$ cat config.mk
export PLATFORM = sky130hd
export DESIGN_NAME = tmeu_decode
export DESIGN_NICKNAME = d
export VERILOG_FILES = /design/src/design/teaching_machine_execute_unit_top_assert.svh /design/src/design/tmeu_pkg.sv /design/src/design/tmeu_decode.sv
export SDC_FILE = /design/constraint.sdc
export NUM_CORES = 1
export LEC_CHECK = 0
export BUFFER_PORTS_ARGS = -buffer_cell sky130_fd_sc_hd__buf_2
export CORE_MARGIN = 2
export CORE_UTILIZATION = 58
export DETAILED_ROUTE_END_ITERATION = 10
export PLACE_DENSITY = 0.91
export RECOVER_POWER = 25
export SLEW_MARGIN = 20
export SYNTH_ARGS = -nofsm -noshare
export SYNTH_HDL_FRONTEND = slang
export SYNTH_SLANG_ARGS = --single-unit
$ cat constraint.sdc
create_clock -name vclk -period 5.9
set_clock_uncertainty 0.1 [all_clocks]
set_input_delay 0.59 -clock vclk [all_inputs]
set_output_delay 0.59 -clock vclk [all_outputs]
set_load 0.05 [all_outputs]
$ cat src/design/teaching_machine_execute_unit_top_assert.svh
// Assertion macros for the execute unit.
`ifndef TEACHING_MACHINE_EXECUTE_UNIT_TOP_ASSERT_SVH
`define TEACHING_MACHINE_EXECUTE_UNIT_TOP_ASSERT_SVH

`define TMEU_ASSERT(lbl, prop, msg) \
  lbl: assert property (@(posedge clk_i) disable iff (!rst_ni) prop) else $error(msg);

`define TMEU_ASSERT_NEXT(lbl, pre, post, msg) \
  lbl: assert property (@(posedge clk_i) disable iff (!rst_ni) (pre) |=> (post)) else $error(msg);

`endif

$ cat src/design/tmeu_pkg.sv
package tmeu_pkg;

  localparam int NUM_REGS   = 16;
  localparam int DATA_WORDS = 1024;
  localparam int WORD_BITS  = 32;

  localparam int RW    = (NUM_REGS > 1) ? $clog2(NUM_REGS) : 1;
  localparam int AW    = $clog2(DATA_WORDS);
  localparam int PC_W  = 10;
  localparam int DS_W  = 11;
  localparam int EA_W  = WORD_BITS + 1;

  typedef enum logic [3:0] {
    OP_ILLOP  = 4'd0,
    OP_NOP    = 4'd1,
    OP_LOAD   = 4'd2,
    OP_STORE  = 4'd3,
    OP_ADD    = 4'd4,
    OP_SUB    = 4'd5,
    OP_BRANCH = 4'd6,
    OP_CALL   = 4'd7,
    OP_RET    = 4'd8,
    OP_PUSH   = 4'd9,
    OP_POP    = 4'd10,
    OP_HALT   = 4'd11
  } op_e;

  typedef enum logic [3:0] {
    ST_OK      = 4'd0,
    ST_HALT    = 4'd1,
    ST_ILLEGAL = 4'd2,
    ST_IMM     = 4'd3,
    ST_COND    = 4'd4,
    ST_DATA    = 4'd5,
    ST_STACK   = 4'd6,
    ST_UNKNOWN = 4'd7,
    ST_STOPPED = 4'd8
  } status_e;

  typedef enum logic [1:0] {
    CC_ZERO = 2'd0,
    CC_POS  = 2'd1,
    CC_NEG  = 2'd2
  } cond_e;

  typedef enum logic [2:0] {
    CND_NONE = 3'd0,
    CND_EQ   = 3'd1,
    CND_NE   = 3'd2,
    CND_GT   = 3'd3,
    CND_GE   = 3'd4,
    CND_LT   = 3'd5,
    CND_LE   = 3'd6
  } cnd_e;

  localparam int CFG_DATA_SIZE = 0;
  localparam int CFG_DATA_END  = 1;

  typedef struct packed {
    status_e           status;
    logic              taken;
    logic [AW-1:0]     rd_addr;
    logic [AW-1:0]     data_addr;
    logic [PC_W-1:0]   target;
  } dec_t;

endpackage

$ cat src/design/tmeu_decode.sv
module tmeu_decode
  import tmeu_pkg::*;
(
  input  logic [3:0]           operation_i,
  input  logic                 immediate_flag_i,
  input  logic                 indexed_flag_i,
  input  logic [3:0]           reg_or_cond_i,
  input  logic [3:0]           index_reg_i,
  input  logic [15:0]          offset_i,
  input  logic [9:0]           abs_address_i,
  input  logic [WORD_BITS-1:0] base_i,
  input  logic [PC_W-1:0]      sp_i,
  input  cond_e                cond_i,
  input  logic                 stopped_i,
  input  logic [DS_W-1:0]      data_size_i,
  input  logic [PC_W-1:0]      data_end_i,
  output dec_t                 dec_o
);

  logic [DS_W-1:0] eff;
  logic [EA_W-1:0] ea;
  logic            ea_bad;
  logic            ireg_bad;
  logic            rc_bad;
  status_e         addr_st;
  logic [PC_W-1:0] spp;
  logic            sp_bad;
  logic            spp_bad;
  logic            cond_ok;
  logic            cond_bad;

  always_comb begin
    eff = (data_size_i > DS_W'(DATA_WORDS)) ? DS_W'(DATA_WORDS) : data_size_i;
    if (indexed_flag_i) begin
      ea = {base_i[WORD_BITS-1], base_i} + {{(EA_W-16){offset_i[15]}}, offset_i};
    end else begin
      ea = EA_W'(abs_address_i);
    end
    ea_bad   = ea[EA_W-1] || (ea >= EA_W'(eff));
    ireg_bad = indexed_flag_i && ({1'b0, index_reg_i} >= 5'(NUM_REGS));
    rc_bad   = {1'b0, reg_or_cond_i} >= 5'(NUM_REGS);
    if (ireg_bad) begin
      addr_st = ST_ILLEGAL;
    end else if (ea_bad) begin
      addr_st = ST_DATA;
    end else begin
      addr_st = ST_OK;
    end
    spp     = sp_i + 1'b1;
    sp_bad  = (sp_i < data_end_i) || (DS_W'(sp_i) >= eff);
    spp_bad = (spp < data_end_i) || (DS_W'(spp) >= eff);

    cond_bad = 1'b0;
    cond_ok  = 1'b0;
    if (reg_or_cond_i[3]) begin
      cond_bad = 1'b1;
    end else begin
      unique case (cnd_e'(reg_or_cond_i[2:0]))
        CND_NONE: cond_ok = 1'b1;
        CND_EQ:   cond_ok = (cond_i == CC_ZERO);
        CND_NE:   cond_ok = (cond_i != CC_ZERO);
        CND_GT:   cond_ok = (cond_i == CC_POS);
        CND_GE:   cond_ok = (cond_i == CC_POS) || (cond_i == CC_ZERO);
        CND_LT:   cond_ok = (cond_i == CC_NEG);
        CND_LE:   cond_ok = (cond_i == CC_NEG) || (cond_i == CC_ZERO);
        default:  cond_bad = 1'b1;
      endcase
    end

    dec_o.taken     = 1'b0;
    dec_o.data_addr = ea[AW-1:0];
    dec_o.target    = ea[PC_W-1:0];
    dec_o.rd_addr   = ea[AW-1:0];
    dec_o.status    = ST_OK;

    if (stopped_i) begin
      dec_o.status = ST_STOPPED;
    end else begin
      unique case (operation_i)
        OP_ILLOP: dec_o.status = ST_ILLEGAL;
        OP_NOP:   dec_o.status = ST_OK;
        OP_LOAD, OP_ADD, OP_SUB: begin
          if (rc_bad) begin
            dec_o.status = ST_ILLEGAL;
          end else if (!immediate_flag_i) begin
            dec_o.status = addr_st;
          end
        end
        OP_STORE: begin
          if (immediate_flag_i) begin
            dec_o.status = ST_IMM;
          end else if (rc_bad) begin
            dec_o.status = ST_ILLEGAL;
          end else begin
            dec_o.status = addr_st;
          end
        end
        OP_BRANCH, OP_CALL: begin
          if (immediate_flag_i) begin
            dec_o.status = ST_IMM;
          end else if ((operation_i == OP_CALL) && sp_bad) begin
            dec_o.status = ST_STACK;
          end else if (cond_bad) begin
            dec_o.status = ST_COND;
          end else if (cond_ok) begin
            if (ireg_bad) begin
              dec_o.status = ST_ILLEGAL;
            end else begin
              dec_o.taken = 1'b1;
            end
          end
        end
        OP_RET: begin
          dec_o.rd_addr = spp[AW-1:0];
          if (spp_bad) begin
            dec_o.status = ST_STACK;
          end
        end
        OP_PUSH: begin
          if (sp_bad) begin
            dec_o.status = ST_STACK;
          end else if (!immediate_flag_i) begin
            dec_o.status = addr_st;
          end
        end
        OP_POP: begin
          dec_o.rd_addr = spp[AW-1:0];
          if (immediate_flag_i) begin
            dec_o.status = ST_IMM;
          end else if (addr_st != ST_OK) begin
            dec_o.status = addr_st;
          end else if (spp_bad) begin
            dec_o.status = ST_STACK;
          end
        end
        OP_HALT: dec_o.status = ST_HALT;
        default: dec_o.status = ST_UNKNOWN;
      endcase
    end
  end

endmodule

==> flow_summary_export.csv, run 1 <==
group,metric,value,unit
grt,grt_pass1_vias,4238,
setup_path,path_max_fanout,5,
pwr,p_total,0.615,mW
sta,setup_tns,0,ns
cells_and_area,n_fill_cell,584,
cells_and_area,n_antenna_cell,0,
pwr,p_seq_share,0,%
cells_and_area,fin_cells,745,
sta,hold_viol,0,
cells_and_area,regArea,0,um2
route,routed_wirelength,11.6,mm
pwr,vdd_drop_max,0.0000884,V
pwr,power.share.clock,0,%
pwr,power_density,135,nW/um2
place,io_buffers,137,
die,core_area,6720,um2
yosys,yosysWarnings,0,
die,initial_core_util,59.1,%
grt,grt_pass1_wl,18.8,mm
pwr,p_int,0.216,mW
yosys,syn_area_per_cell,7.09,um2
cells_and_area,nets,856,
yosys,netlist_area,3970,um2
setup_path,cp.arrival,4.29,ns
grt,grt_max_degree,18,
sta,rsz0062_at_grt,"no",
route,vias,4811,
yosys,synth.area.top_cells,"ha_1 (26%), a21oi_1 (6.7%), mux2_2 (5.7%)",
route,drc,0,
die,dieArea,7520,um2
setup_path,end_kind,"output port",
route,ant_nets,0,
yosys,seq_area_frac_synth,0,%
setup_path,critPathRequiredTime,5.21,ns
yosys,synth_nets,749,
setup_path,path_class,"in -> out",
die,dieWidth,86.7,um
cells_and_area,drive_gt1_share,25.4,%
pwr,power_leakage,2.18,nW
die,die_h,86.7,um
sta,fin_crit_sh,84.4,%
outcome,outcome,"finished, final reports clean",
route,via_per_inst,6.46,
sta,setup_viol,0,
cells_and_area,nClkBuffers,0,
setup_path,startpoint_type,"input port",
clock_network,cts_resized,0,
clock_network,cts_hold_buffers,0,
yosys,synth_top_area_cell,"ha_1",
place,place_inst,745,
route,drt_iter0_drc,340,
sta,fin_crit,4.98,ns
grt,antenna_found_initial,0,
place,place_ws,1.02,ns
yosys,synth.distinct_cells,69,
sta,worstMarginPinSlew,0.765,ns
grt,overflow,0,
pwr,swShare,64.9,%
route,wire_per_inst,15.6,um
hold_path,hp-class,"in -> out",
sta,maxSlewViolCount,0,
place,gp_congestion,0.942,
die,io_pins,141,
yosys,synth_cells,560,
pwr,comb_power_share,100.0,%
yosys,yosysMostFrequentCell,"ha_1",
route,drt_first_pass_iters,7,
sta,slew_headroom,49.0,%
sta,setup_ws,0.923,ns
cells_and_area,area_growth_syn_to_layout,14.7,%
clock_network,cts_setup_buffers,0,
pwr,p_switching,0.399,mW
yosys,ys_top_cells_by_count,"ha_1 (82), nand2_1 (60), a21oi_1 (53), nor2_1 (40), o21ai_0 (36)",
place,post-dp-hpwl,9.87,mm
yosys,yosysTopAreaCellShare,25.8,%
die,fp-row-count,30,
run,drv_cap,0,
cells_and_area,n_sequential_cell,0,
grt,grtUsageTotal,29.4,%
sta,clock.fmax,0.201,GHz
metal layers:
metal  global-route usage [%]  share of wire [%]  wire [um]
met5                        0                  0          0
met2                     51.7                 47       5430
met1                     40.3                 44       5150
met4                     3.98                1.4        158
met3                     1.81                7.8        908
metrics by stage:
stage               area (um2)  utilization (%)  hold WS, ns
floorplan                 3970                -         1.25
global placement          4560             67.9         1.44
detailed placement        4560             67.9         1.44
CTS                       4560             67.9         1.44
global route              4550             67.8         1.55
finish                    4550             67.8         1.52
layout by cell type (no fill, tap or decap), drive strengths merged, types with 4 or more instances in the layout:
cell and instances:
nand2b 10, a211oi 10, a21oi 57, ha 82, nor3 5, nand4 11, o21a 8, nand3 19
o211ai 4, mux2 21, o21bai 8, xor2 7, nand2 60, clkbuf 7, xnor2 18, inv 25
o22ai 6, a21o 10, nor4 5, o21ai 42, nor2 40, a31oi 9, and3 7, buf 130
nor2b 10
layout make-up:
| cell class | instances | area (um2) | share of cell area (%) |
|---|---|---|---|
| well taps | 80 | 100 | 2.20 |
| inverters | 25 | 93.8 | 2.06 |
| multi-input cells | 503 | 3680 | 80.9 |
| repair buffers | 137 | 677 | 14.9 |
power groups by stage:
stage	Clock [mW]	Combinational [mW]	Sequential, mW
6_report	0	0.615	0
5_1_grt	0	0.668	0
4_1_cts	0	0.607	0
3_3_place_gp	0	0.588	0
2_1_floorplan	0	0.469	0
3_5_place_dp	0	0.604	0
worst max-delay path, stage by stage:
cell and delay [ns]:
buf_2 0.10, ha_1 0.35, a21o_1 0.22, a31o_1 0.22, nor2_1 0.19, o21ai_0 0.17, a31oi_1 0.23, xnor2_1 0.09
mux2_2 0.33, ha_1 0.31, nand2_1 0.08, nor4_1 0.06, a211oi_1 0.28, nand2_1 0.11, o21ai_0 0.20, inv_1 0.09
o31ai_1 0.33, buf_2 0.33
cells by family (layout without fill, tap and decap cells):
family / Yosys count / after routing / share of synthesized area [%]
muxes: 24 / 24 / 6.81
adders and majority gates: 83 / 83 / 26.3
buffers and inverters: 57 / 162 / 7.25
and+or+nand+nor: 180 / 180 / 21.9
AOI/OAI and AO/OA: 191 / 191 / 32.2
xor gates and xnor gates: 25 / 25 / 5.51
worst paths after layout:
kind | startpoint | to | slack (ns) | cells past startpoint
setup / recovery | offset_i[4] | dec_o[32] | 0.92 | 18
hold / removal | reg_or_cond_i[3] | dec_o[30] | 1.52 | 5
(Power assumes the default switching activity.)
==> inputs of run 2 (changes only) <==
--- a/config.mk
+++ b/config.mk
@@ -7,9 +7,9 @@
 export LEC_CHECK = 0
 export BUFFER_PORTS_ARGS = -buffer_cell sky130_fd_sc_hd__buf_2
 export CORE_MARGIN = 2
-export CORE_UTILIZATION = 58
+export CORE_UTILIZATION = 48
 export DETAILED_ROUTE_END_ITERATION = 10
-export PLACE_DENSITY = 0.91
+export PLACE_DENSITY = 0.81
 export RECOVER_POWER = 25
 export SLEW_MARGIN = 20
 export SYNTH_ARGS = -nofsm -noshare
==> constraint.sdc (replaced) <==
create_clock -name vclk -period 4.1
set_clock_uncertainty 0.1 [all_clocks]
set_input_delay 0.41 -clock vclk [all_inputs]
set_output_delay 0.41 -clock vclk [all_outputs]
set_load 0.05 [all_outputs]
==> run 2 against run 1 <==
Net effect: the run now ends with negative setup slack left; critical path depth stayed put; sequential share of layout area stayed put; count of clock-buffer cells in the layout stayed put; global-route usage is 2.9 points lower; combinational power is 71% higher.
==> flow_summary_export.csv, run 2 (synthesis gave the netlist of run 1 again) <==
group,metric,value,unit
die,fp-row-count,33,
route,via_per_inst,6.00,
cells_and_area,final_common_cell,"buf_2",
pwr,p_switching,0.630,mW
sta,clock.fmax,0.241,GHz
outcome,outcome,"finished with violations",
setup_path,crit_start,"base_i[0]",
hold_path,holdPathEnd,"dec_o[34]",
cells_and_area,drive_gt1_share,36.3,%
cells_and_area,layout_common_cells,"buf_2 (130), ha_1 (76), nand2_1 (57), buf_4 (56), a21oi_1 (50)",
place,place_inst,817,
place,io_buffers,137,
pwr,power_leakage,2.51,nW
die,core_area,8130,um2
pwr,swShare,60.2,%
cells_and_area,nets,910,
cells_and_area,n_antenna_cell,0,
cells_and_area,n_fill_cell,670,
pwr,p_total,1.05,mW
die,initial_core_util,48.8,%
grt,grt_max_degree,18,
sta,rsz0062_at_grt,"yes",
grt,overflow,0,
cells_and_area,n_sequential_cell,0,
cells_and_area,multi_input_area,3920,um2
hold_path,hold_path.startpoint,"stopped_i",
die,io_pins,141,
sta,setup_ws,-0.0463,ns
cells_and_area,fin_cells,824,
grt,grtUsageTotal,26.5,%
sta,maxSlewViolCount,0,
setup_path,path_class,"in -> out",
route,drt_iter0_drc,213,
die,die_h,95.0,um
setup_path,cp.arrival,3.64,ns
cells_and_area,nClkBuffers,0,
cells_and_area,regArea,0,um2
cells_and_area,area_growth_syn_to_layout,32.6,%
sta,fin_crit_sh,101,%
outcome,violations,"negative setup slack",
setup_path,end_kind,"output port",
grt,grt_pass1_vias,4489,
pwr,p_int,0.417,mW
setup_path,critPathRequiredTime,3.59,ns
place,post-dp-hpwl,10.9,mm
route,vias,4942,
clock_network,cts_hold_buffers,0,
pwr,comb_power_share,100.0,%
route,routed_wirelength,13.2,mm
sta,slew_headroom,61.0,%
route,ant_nets,0,
place,gp_congestion,0.947,
sta,setup_viol,1,
route,drt_first_pass_iters,5,
pwr,power.share.clock,0,%
sta,worstMarginPinSlew,0.587,ns
setup_path,startpoint_type,"input port",
die,dieArea,9020,um2
sta,hold_viol,0,
die,dieWidth,95.0,um
route,drc,0,
sta,fin_crit,4.15,ns
setup_path,path_max_fanout,3,
hold_path,hold_depth,2,
cells_and_area,fin_util,64.7,%
hold_path,hp-class,"in -> out",
pwr,vdd_drop_max,0.000273,V
run,drv_cap,0,
grt,antenna_found_initial,0,
route,wire_per_inst,16.0,um
pwr,p_seq_share,0,%
pwr,power_density,199,nW/um2
sta,setup_tns,-0.0463,ns
place,place_ws,-0.187,ns
grt,grt_pass1_wl,19.9,mm
run 2: cell count changes in the layout (fill, tap and decap cells not counted), sizes merged:
cell and delta:
clkbuf -6, buf +60
run 2: worst max-delay path by stage:
stage / cells after the start / slack [ns] / to
detailed placement: 18 / -0.19 / dec_o[32]
finish: 18 / -0.05 / dec_o[31]
floorplan: 16 / -0.01 / dec_o[32]
global placement: 20 / -0.08 / dec_o[31]
CTS: 20 / 0.01 / dec_o[33]
global route: 20 / -0.16 / dec_o[31]
run 2: stage by stage:
step                      instance area, um2  hold slack (ns)
final                                   5270             1.16
after global routing                    5270             1.19
after CTS                               5030             1.08
after detailed placement                4980             1.08
after global placement                  4980             1.08
after floorplan                         4010            0.887
run 2: layer usage:
metal  vias to the layer above  part of all wire, %  wire length, um  GRT usage [%]
met1                      2289                   40             5290           33.6
met3                        18                  7.1              933          0.798
li1                       2421                    -                -              -
met4                         0                  1.4              182           3.26
met2                       214                   51             6800           50.8
met5                         -                    0                0              0
run 2: what timing repair did:
action,4_1_cts,5_1_grt
buffers inserted,1,6
gates resized for setup,11,39
pin swaps,3,22
setup endpoints to repair,3,3
gates cloned,0,0
run 2: power groups by stage:
| stage | combinational (mW) | sequential, mW | clock [mW] |
|---|---|---|---|
| 3_3_place_gp | 0.920 | 0 | 0 |
| 3_5_place_dp | 0.946 | 0 | 0 |
| 5_1_grt | 1.13 | 0 | 0 |
| 2_1_floorplan | 0.684 | 0 | 0 |
| 4_1_cts | 0.964 | 0 | 0 |
| 6_report | 1.05 | 0 | 0 |
run 2: critical path: stages:
cell	delay, ns
buf_6	0.08
ha_4	0.13
inv_2	0.04
fa_2	0.38
nor2b_4	0.16
o2111ai_4	0.15
nand2_2	0.12
xor2_1	0.07
mux2_4	0.29
ha_4	0.24
a211oi_4	0.27
nand3_2	0.13
a221oi_2	0.28
o21ai_1	0.12
o21ai_2	0.08
inv_2	0.07
o41a_4	0.44
buf_8	0.16
run 2: layout make-up:
type / instances / share of cell area (%)
Inverter: 25 / 1.78
Multi-Input combinational cell: 503 / 74.4
Tap cell: 105 / 2.49
Timing Repair Buffer: 191 / 21.3
==> inputs of run 3 (changes only) <==
--- a/config.mk
+++ b/config.mk
@@ -6,10 +6,12 @@
 export NUM_CORES = 1
 export LEC_CHECK = 0
 export BUFFER_PORTS_ARGS = -buffer_cell sky130_fd_sc_hd__buf_2
+export CELL_PAD_IN_SITES_DETAIL_PLACEMENT = 1
+export CELL_PAD_IN_SITES_GLOBAL_PLACEMENT = 1
 export CORE_MARGIN = 2
-export CORE_UTILIZATION = 48
+export CORE_UTILIZATION = 33
 export DETAILED_ROUTE_END_ITERATION = 10
-export PLACE_DENSITY = 0.81
+export PLACE_DENSITY = 0.8
 export RECOVER_POWER = 25
 export SLEW_MARGIN = 20
 export SYNTH_ARGS = -nofsm -noshare
==> run 3 against run 2 <==
Net effect: the run now ends clean; critical endpoint unchanged; highest routed layer unchanged; flip-flop and latch count unchanged; final area is 4.2% higher; sequential share of layout area unchanged.
==> flow_summary_export.csv, run 3 (synthesis gave the netlist of run 1 again) <==
group,metric,value,unit
pwr,p_int,0.432,mW
setup_path,startpoint_type,"input port",
setup_path,end_kind,"output port",
pwr,power_density,199,nW/um2
pwr,p_seq_share,0,%
sta,slew_headroom,43.9,%
cells_and_area,final_common_cell,"buf_2",
grt,antenna_found_initial,0,
sta,fin_crit,4.03,ns
route,drt_iter0_drc,207,
sta,maxSlewViolCount,0,
cells_and_area,nClkBuffers,0,
sta,setup_viol,0,
route,wire_per_inst,18.0,um
pwr,comb_power_share,100.0,%
grt,grt_max_degree,16,
grt,grt_pass1_wl,24.0,mm
pwr,swShare,60.4,%
pwr,vdd_drop_max,0.000173,V
pwr,power_leakage,2.57,nW
cells_and_area,fin_cells,882,
sta,worstMarginPinSlew,0.842,ns
cells_and_area,n_antenna_cell,0,
die,dieWidth,114,um
die,io_pins,141,
place,place_ws,-0.242,ns
die,dieArea,12900,um2
route,routed_wirelength,15.9,mm
sta,fin_crit_sh,98.3,%
sta,setup_ws,0.0699,ns
die,initial_core_util,33.5,%
die,fp-row-count,40,
route,vias,5061,
cells_and_area,layout_common_cells,"buf_2 (122), ha_1 (75), buf_4 (70), nand2_1 (56), a21oi_1 (50)",
place,gp_congestion,0.908,
die,core_area,11900,um2
cells_and_area,area_growth_syn_to_layout,38.2,%
place,io_buffers,137,
die,die_h,114,um
cells_and_area,n_sequential_cell,0,
grt,overflow,0,
grt,grt_pass1_vias,5148,
run,drv_cap,0,
place,postPlaceCellArea,5180,um2
pwr,power.share.clock,0,%
route,ant_nets,0,
sta,clock.fmax,0.248,GHz
place,post-dp-hpwl,13.0,mm
cells_and_area,nets,926,
sta,hold_viol,0,
sta,rsz0062_at_grt,"yes",
outcome,outcome,"finished, final reports clean",
setup_path,cp.arrival,3.52,ns
cells_and_area,final_area,5490,um2
route,drt_first_pass_iters,4,
route,via_per_inst,5.74,
hold_path,hp-class,"in -> out",
pwr,p_total,1.09,mW
setup_path,path_class,"in -> out",
pwr,p_switching,0.658,mW
setup_path,critPathRequiredTime,3.59,ns
grt,grtUsageTotal,22.0,%
cells_and_area,drive_gt1_share,37.4,%
sta,whs,1.17,ns
setup_path,path_max_fanout,3,
place,place_inst,879,
cells_and_area,regArea,0,um2
clock_network,cts_hold_buffers,0,
sta,setup_tns,0,ns
route,drc,0,
cells_and_area,fin_util,46.3,%
-- run 3: cell count changes in the layout (fill, tap and decap cells not counted), moves of 3 or more --
| cell | delta |
|---|---|
| buf_4 | +14 |
| a31oi_2 | -3 |
| clkbuf_1 | +6 |
| buf_2 | -8 |
-- run 3: final timing paths --
path              cells past startpoint         to  slack (ns)              from
setup / recovery                     18  dec_o[31]        0.07       offset_i[1]
hold / removal                        5  dec_o[30]        1.17  reg_or_cond_i[3]
-- run 3: layout make-up --
type	count	area, um2
fill	1524	6370
inverter	25	93.8
multi-input combinational	503	3950
tap	147	184
timing repair buffer	207	1260
-- run 3: power groups by stage --
| stage | sequential [mW] | clock [mW] | combinational [mW] |
|---|---|---|---|
| CTS | 0 | 0 | 1.02 |
| global route | 0 | 0 | 1.18 |
| global placement | 0 | 0 | 0.963 |
| detailed placement | 0 | 0 | 1.00 |
| floorplan | 0 | 0 | 0.684 |
| finish | 0 | 0 | 1.09 |
-- run 3: timing repair --
| item | CTS | global route |
|---|---|---|
| gates resized for setup | 17 | 43 |
| pin swaps | 7 | 21 |
| setup buffers | 0 | 3 |
| endpoints found under the setup margin | 3 | 3 |
-- run 3: worst max-delay path, cell delays in order --
cell and delay, ns:
buf_2 0.11, ha_1 0.32, a21oi_1 0.31, nor2_2 0.10
nor2_2 0.13, o21ai_2 0.08, a31oi_1 0.21, xnor2_1 0.10
mux2_4 0.29, ha_4 0.24, nand2_2 0.08, nor4_2 0.05
a211oi_2 0.23, nand2_1 0.09, o21ai_2 0.17, inv_2 0.08
o41a_4 0.36, buf_8 0.16
-- run 3: routing by layer --
metal  track usage (%)  part of all wire (%)  routed length (um)
met1              26.2                    41                6430
met2              44.4                    53                8430
met3              1.33                   4.7                 741
met4              2.11                   1.7                 272
met5                 0                     0                   0
